[config.mk]
export PLATFORM = sky130hd
export DESIGN_NAME = deferred_extent_queue_top
export DESIGN_NICKNAME = d
export VERILOG_FILES = /design/src/sv/deq_pkg.sv /design/src/sv/deferred_extent_queue_top.sv /design/src/sv/deq_ram.sv
export SDC_FILE = /design/constraint.sdc
export NUM_CORES = 2
export LEC_CHECK = 0
export BUFFER_PORTS_ARGS = -buffer_cell sky130_fd_sc_hd__buf_4
export CORE_ASPECT_RATIO = 0.8
export CORE_MARGIN = 3
export CORE_UTILIZATION = 56
export DETAILED_ROUTE_END_ITERATION = 10
export HOLD_SLACK_MARGIN = 0.02
export PLACE_DENSITY = 0.76
export SETUP_SLACK_MARGIN = 0.15
export SLEW_MARGIN = 20
export SYNTH_ARGS = -nofsm -noshare
export SYNTH_HDL_FRONTEND = slang
export SYNTH_SLANG_ARGS = --single-unit
[constraint.sdc]
create_clock -name clk -period 12.8 [get_ports clk]
set_clock_uncertainty 0.15 [all_clocks]
set_input_delay 0.64 -clock clk [delete_from_list [all_inputs] [get_ports clk]]
set_output_delay 0.64 -clock clk [all_outputs]
set_load 0.01 [all_outputs]
[src/sv/deq_pkg.sv]
// Shared types, constants and helpers for the deferred extent queue.
// Used by deferred_extent_queue_top and deq_checker; no dependencies.
package deq_pkg;

  localparam int QUEUE_DEPTH = 16;
  localparam int MAX_RESULTS = 16;
  localparam int IDX_W       = $clog2(QUEUE_DEPTH);
  localparam int OCC_W       = $clog2(QUEUE_DEPTH + 1);
  localparam int CNT_W       = $clog2(MAX_RESULTS + 1);
  localparam int PEND_W      = 37;

  localparam logic [1:0] MODE_PUSH  = 2'd0;
  localparam logic [1:0] MODE_TAKE  = 2'd1;
  localparam logic [1:0] MODE_FLUSH = 2'd2;

  localparam logic [1:0] ST_OK    = 2'd0;
  localparam logic [1:0] ST_FULL  = 2'd1;
  localparam logic [1:0] ST_SHORT = 2'd2;

  typedef struct packed {
    logic [1:0]  mode;
    logic [47:0] start_block;
    logic [15:0] owner_tag;
    logic [31:0] block_count;
  } req_t;

  typedef struct packed {
    logic [47:0]       out_start;
    logic [31:0]       piece_len;
    logic [15:0]       out_owner;
    logic [1:0]        status;
    logic [PEND_W-1:0] pending_blocks;
    logic              last;
  } rsp_t;

  typedef struct packed {
    logic [47:0] start;
    logic [31:0] length;
    logic [15:0] owner;
  } entry_t;

  function automatic logic [IDX_W-1:0] next_slot(input logic [IDX_W-1:0] i);
    return (i == IDX_W'(QUEUE_DEPTH - 1)) ? '0 : i + IDX_W'(1);
  endfunction

endpackage

[src/sv/deferred_extent_queue_top.sv]
// Deferred extent queue: a ring of freed extents kept in one RAM, with take and flush walks.
// Depends on deq_pkg and deq_ram.
//
// A push or an unused mode yields one result beat. A take or flush with work to do first
// reads the head entry from the ring RAM in S_RD, then retires one entry per cycle through
// the single RAM read port; a flush sends its final beat from state S_FIN, since dropped
// owner-zero entries mean the last piece is known only at the end. A take or flush
// emits at most MAX_RESULTS pieces. Any cycle in which a piece must go out while the output
// register is still full holds the walk; a flush walks on past owner-zero entries and past
// its first owned piece. A new item is taken only when the walk is done and the output
// register is free or being drained; no clearing pass follows reset.
module deferred_extent_queue_top (
  input  logic          clk,
  input  logic          rst,
  input  logic          req_valid,
  output logic          req_ready,
  input  deq_pkg::req_t req,
  output logic          rsp_valid,
  input  logic          rsp_ready,
  output deq_pkg::rsp_t rsp
);

  localparam logic [1:0] S_IDLE = 2'd0;
  localparam logic [1:0] S_RD   = 2'd1;
  localparam logic [1:0] S_EXEC = 2'd2;
  localparam logic [1:0] S_FIN  = 2'd3;

  logic [1:0]                 state;
  logic [1:0]                 op;
  logic [deq_pkg::IDX_W-1:0]  head;
  logic [deq_pkg::IDX_W-1:0]  tail;
  logic [deq_pkg::OCC_W-1:0]  occ;
  logic [deq_pkg::PEND_W-1:0] pending;
  logic [31:0]                needed;
  logic [deq_pkg::CNT_W-1:0]  npieces;
  logic                       held_valid;
  deq_pkg::rsp_t              held;

  deq_pkg::entry_t            ent;
  deq_pkg::entry_t            wentry;
  logic                       we;
  logic [deq_pkg::IDX_W-1:0]  waddr;
  logic [deq_pkg::IDX_W-1:0]  raddr;
  logic [deq_pkg::IDX_W-1:0]  head_next;

  logic                       out_free;
  logic                       accept;
  logic                       full;
  logic                       is_take;
  logic                       partial;
  logic                       owns;
  logic                       stall;
  logic                       step;
  logic                       pop;
  logic [31:0]                step_len;
  logic [31:0]                need_after;
  logic [deq_pkg::OCC_W-1:0]  occ_after;
  logic [deq_pkg::PEND_W-1:0] pend_after;
  logic [deq_pkg::PEND_W-1:0] pend_push;
  logic [deq_pkg::CNT_W-1:0]  n_after;
  logic [deq_pkg::CNT_W-1:0]  n_flush;
  logic                       take_done;
  logic                       flush_done;
  deq_pkg::rsp_t              piece;
  deq_pkg::rsp_t              held_last;

  deq_ram #(
    .WIDTH($bits(deq_pkg::entry_t)),
    .DEPTH(deq_pkg::QUEUE_DEPTH)
  ) u_ram (
    .clk  (clk),
    .we   (we),
    .waddr(waddr),
    .wdata(wentry),
    .raddr(raddr),
    .rdata(ent)
  );

  always_comb begin
    out_free   = !rsp_valid || rsp_ready;
    req_ready  = (state == S_IDLE) && out_free;
    accept     = req_valid && req_ready;
    full       = (occ == deq_pkg::OCC_W'(deq_pkg::QUEUE_DEPTH));
    pend_push  = pending + {5'b0, req.block_count};

    is_take    = (op == deq_pkg::MODE_TAKE);
    partial    = is_take && (needed < ent.length);
    owns       = (ent.owner != 16'd0);
    step_len   = partial ? needed : ent.length;
    pop        = !partial;
    need_after = needed - step_len;
    occ_after  = pop ? occ - deq_pkg::OCC_W'(1) : occ;
    pend_after = pending - {5'b0, step_len};
    n_after    = npieces + deq_pkg::CNT_W'(1);
    n_flush    = owns ? n_after : npieces;
    take_done  = (need_after == 32'd0) || (occ_after == '0) ||
                 (n_after == deq_pkg::CNT_W'(deq_pkg::MAX_RESULTS));
    flush_done = (occ_after == '0) ||
                 (n_flush == deq_pkg::CNT_W'(deq_pkg::MAX_RESULTS));

    stall      = is_take ? !out_free : (owns && held_valid && !out_free);
    step       = (state == S_EXEC) && !stall;
    head_next  = (step && pop) ? deq_pkg::next_slot(head) : head;
    raddr      = (state == S_EXEC) ? head_next : head;

    piece.out_start      = ent.start;
    piece.piece_len      = step_len;
    piece.out_owner      = ent.owner;
    piece.status         = (is_take && need_after != 32'd0 && occ_after == '0) ?
                           deq_pkg::ST_SHORT : deq_pkg::ST_OK;
    piece.pending_blocks = pend_after;
    piece.last           = is_take && take_done;

    held_last      = held;
    held_last.last = 1'b1;

    if (accept && req.mode == deq_pkg::MODE_PUSH && !full) begin
      we            = 1'b1;
      waddr         = tail;
      wentry.start  = req.start_block;
      wentry.length = req.block_count;
      wentry.owner  = req.owner_tag;
    end else begin
      we            = step && partial;
      waddr         = head;
      wentry.start  = ent.start + {16'd0, needed};
      wentry.length = ent.length - needed;
      wentry.owner  = ent.owner;
    end
  end

  always_ff @(posedge clk) begin
    if (rst) begin
      state      <= S_IDLE;
      head       <= '0;
      tail       <= '0;
      occ        <= '0;
      pending    <= '0;
      needed     <= '0;
      npieces    <= '0;
      rsp_valid  <= 1'b0;
      held_valid <= 1'b0;
    end else begin
      if (rsp_ready) begin
        rsp_valid <= 1'b0;
      end
      case (state)
        S_IDLE: begin
          if (accept) begin
            op                 <= req.mode;
            npieces            <= '0;
            rsp.out_start      <= '0;
            rsp.piece_len      <= '0;
            rsp.out_owner      <= '0;
            rsp.status         <= deq_pkg::ST_OK;
            rsp.pending_blocks <= pending;
            rsp.last           <= 1'b1;
            case (req.mode)
              deq_pkg::MODE_PUSH: begin
                rsp_valid <= 1'b1;
                if (full) begin
                  rsp.status <= deq_pkg::ST_FULL;
                end else begin
                  tail               <= deq_pkg::next_slot(tail);
                  occ                <= occ + deq_pkg::OCC_W'(1);
                  pending            <= pend_push;
                  rsp.pending_blocks <= pend_push;
                end
              end
              deq_pkg::MODE_TAKE: begin
                needed <= req.block_count;
                if (req.block_count == 32'd0) begin
                  rsp_valid <= 1'b1;
                end else if (occ == '0) begin
                  rsp_valid  <= 1'b1;
                  rsp.status <= deq_pkg::ST_SHORT;
                end else begin
                  state <= S_RD;
                end
              end
              deq_pkg::MODE_FLUSH: begin
                state <= (occ == '0) ? S_FIN : S_RD;
              end
              default: begin
                rsp_valid <= 1'b1;
              end
            endcase
          end
        end
        S_RD: begin
          state <= S_EXEC;
        end
        S_EXEC: begin
          if (step) begin
            head    <= head_next;
            occ     <= occ_after;
            pending <= pend_after;
            if (is_take) begin
              needed    <= need_after;
              npieces   <= n_after;
              rsp       <= piece;
              rsp_valid <= 1'b1;
              if (take_done) begin
                state <= S_IDLE;
              end
            end else begin
              npieces <= n_flush;
              if (owns) begin
                held       <= piece;
                held_valid <= 1'b1;
                if (held_valid) begin
                  rsp       <= held;
                  rsp_valid <= 1'b1;
                end
              end
              if (flush_done) begin
                state <= S_FIN;
              end
            end
          end
        end
        S_FIN: begin
          if (out_free) begin
            rsp_valid  <= 1'b1;
            held_valid <= 1'b0;
            state      <= S_IDLE;
            if (held_valid) begin
              rsp <= held_last;
            end else begin
              rsp.out_start      <= '0;
              rsp.piece_len      <= '0;
              rsp.out_owner      <= '0;
              rsp.status         <= deq_pkg::ST_OK;
              rsp.pending_blocks <= pending;
              rsp.last           <= 1'b1;
            end
          end
        end
        default: begin
          state <= S_IDLE;
        end
      endcase
    end
  end

endmodule

[src/sv/deq_ram.sv]
// Generic single-write, single-read RAM with registered read data.
// No dependencies.
module deq_ram #(
  parameter int WIDTH = 8,
  parameter int DEPTH = 16
) (
  input  logic                     clk,
  input  logic                     we,
  input  logic [$clog2(DEPTH)-1:0] waddr,
  input  logic [WIDTH-1:0]         wdata,
  input  logic [$clog2(DEPTH)-1:0] raddr,
  output logic [WIDTH-1:0]         rdata
);

  logic [WIDTH-1:0] mem [DEPTH];

  always_ff @(posedge clk) begin
    if (we) begin
      mem[waddr] <= wdata;
    end
    rdata <= mem[raddr];
  end

endmodule

==> impl_metrics.toml <==
[status]
outcome = "complete, no violations"

[power_and_ir_drop]
intPower_mw = 14.2
seqPwrFrac_pct = 42.3
power.density_mw_per_mm2 = 219
leakage_nw = 33.6
clkPwrFrac_pct = 26.8
p_comb_share_pct = 30.9
p_sw_share_pct = 34.3
peakVddDrop_uv = 192
p_sw_mw = 7.42

[drt]
drt-total-wl_um = 267000
drt-vias-per-instance = 6.78
drt_first_pass_iters = 6
wl_per_cell_um = 31.7
vias = 57122
first_iter_violations = 8290
post-route-drc-count = 0
postRouteAntennaNets = 0

[placed_design]
placed_area_mm2 = 0.0922
gp_congestion = 1.05
dp_hpwl_um = 157000
pre_cts_ws_ns = 5.62
port_buffers = 239

[global_routing]
antenna_found_initial = 6
grt_pass1_wl_um = 385000
first_global_vias = 55458
grt-ovfl-total = 0
grt_usage_pct = 32.9
grt_max_degree = 161

[timing]
hold_viol_final = 0
rsz0062_at_grt = "no"
setup_violations = 0
relSlewSlack_pct = 13.2
setup-tns-final_ns = 0
setup_slack_ns = 5.33
drv_slew = 0
fmax_mhz = 134
tightest_slew_ns = 1.27
fin_crit_ns = 7.47
timing.final.crit_share_pct = 58.3

[synthesis]
syn_avg_cell_area_um2 = 14.8
yosysTopAreaCellShare_pct = 61.9
netlist_instances = 5945
synth_warnings = 0
synthArstFlopShare_pct = 0
synth-edff-count = 1809
synth_most_common_cell = "edfxtp_1"
synth_fp_nets = 6173
yosys.area.top_type = "edfxtp_1"
ys_ff_latch = 1996
synth_cell_types = 105
synth_area_mm2 = 0.0877
synth_ff_type = "edfxtp_1"
synth_sequential_area_ratio_pct = 66.2
yosys-top-cells-area = "edfxtp_1, mux4_2, dfxtp_1"
yosys-top-cells-count = "edfxtp_1, nand2_1, mux4_2"

[cts]
cts-buffers-inserted = 186
clk_latency_ns = 0.86
cts-root-buf = "clkbuf_16"
tritoncts = "done"
clkSinkCount = 1996
cts.reportedPaths.clkPinSlew_ns = 0.07
htree_levels = 4
postCtsSetupRepairBufs = 0
cts_buffer_depth = 3

[critical_path]
cp_max_fo = 65
start_kind = "flip-flop"
cpPeakStageDelay_ns = 0.73
crit_arrival_ns = 7.88
r2r-start = "needed[14]"
slowest_stage = "buf_4"
cp-end-kind = "flip-flop"
path_cells = "inv_1 -> ha_1 -> nand4_1 -> nor4_1 -> o2bb2ai_1 -> a31oi_4 -> o211ai_4 -> buf_4 -> nor2_1 -> a21oi_1 -> xnor2_1 -> ha_1 -> a31oi_1 -> o311ai_1 -> a31oi_1 -> o211ai_1 -> a31o_1 -> a21oi_2 -> o21ai_2 -> and3_1 -> o41ai_1 -> nand3_1"
required_ns = 13.21
worstSetupPathType = "flip-flop to flip-flop"
crit_start = "needed[14]"

[floorplan]
dieArea_mm2 = 0.161
die_x_um = 448
initial_utilization_pct = 56.5
top_level_ports = 240
core_mm2 = 0.155
rows = 129
fp.dieH_um = 360

[job]
maxCapViolations = 0

[hold_path]
hold_class = "input port to flip-flop"
min_from = "req[28]"

[layout]
final_layout_size_suffix_gt1_share_pct = 18.4
area_growth_pct = 12.6
final_area_mm2 = 0.0988
nets = 6400
final_util_pct = 63.7
## layout make-up
class | instances | area, um^2
fillers | 10727 | 56400
inverters | 145 | 544
well taps | 2096 | 2620
clock buffers | 253 | 5140
flip-flops and latches | 1996 | 58100
clock inverters | 96 | 1280
diodes | 2 | 5.00
repair buffers | 372 | 3020
multi-input cells | 3471 | 28100
## worst paths after layout
check | depth (start not counted) | slack, ns | end
setup / recovery | 22 | 5.33 | rsp[35]
hold / removal | 3 | 0.11 | needed[28]
setup reg to reg | 22 | 5.33 | rsp[35]
hold reg to reg | 2 | 0.34 | pending[0]
## worst max-delay path, delay by kind of cell, from the launching register on
kind / cells / cell delay (ns)
AOI/OAI and AO/OA: 12 / 3.33
xor gates and xnor gates: 1 / 0.26
buffers and inverters: 2 / 0.88
and+or+nand+nor: 5 / 1.37
DFF: 1 / 0.49
adders and majority gates: 2 / 0.66
## layer usage
metal / track usage [%] / vias to the layer above / routed length [um]
met2: 49.0 / 3914 / 121000
met5: 0 / - / 0
met4: 15.5 / 0 / 13800
met1: 47.2 / 28906 / 103000
met3: 6.54 / 620 / 29900
li1: - / 23682 / -
## power by group through the flow
stage               Combinational (mW)  Clock, mW  Sequential [mW]
finish                            6.69       5.81             9.15
global route                      7.15       6.11             9.17
CTS                               6.48       5.86             9.15
detailed placement                6.42          0             9.28
global placement                  6.27          0             9.26
floorplan                         4.31          0             9.08
## what timing repair did
item	CTS	global route
gates resized for setup	0	0
hold endpoints to repair	8	0
hold buffers	8	0
## kinds of logic (layout without fill, tap and decap cells)
family                     after synthesis  count (layout)  synth area share, %
AOI/OAI and AO/OA                     1265            1265                 9.46
xor gates and xnor gates               187             187                 1.88
adders and majority gates              148             148                 2.08
buffers and inverters                  478             866                 2.19
DFF                                   1996            1996                 66.2
muxes                                  463             463                 10.8
other                                    0               2                    0
and+or+nand+nor                       1408            1408                 7.39
## layout by cell type, fill, tap and decap left out, types with 117 or more instances in the layout
cell,instances
edfxtp_1,1809
nand2_1,560
mux4_2,384
buf_4,347
a21oi_1,326
nor2_1,323
o21ai_0,204
clkbuf_16,187
dfxtp_1,184
a211oi_1,159
inv_1,142
a31oi_1,133
ha_1,123
and2_1,117
## registers in the layout (all words and copies together), names as in the netlist, 4 cells and up
| register | flops |
|---|---|
| head | 4 |
| held | 135 |
| needed | 32 |
| npieces | 5 |
| occ | 5 |
| pending | 37 |
| rsp | 136 |
| tail | 4 |
| u_ram.mem | 1536 |
| u_ram.rdata | 96 |
## stage by stage
step	hold WS (ns)	cells	power (mW)
finish	0.107	8431	21.7
CTS	0.0406	8429	21.5
floorplan	0.284	5945	13.4
global placement	0.307	8072	15.5
global route	0.100	8429	22.4
detailed placement	0.328	8072	15.7
Note: power is estimated with default switching activity, not from simulation.
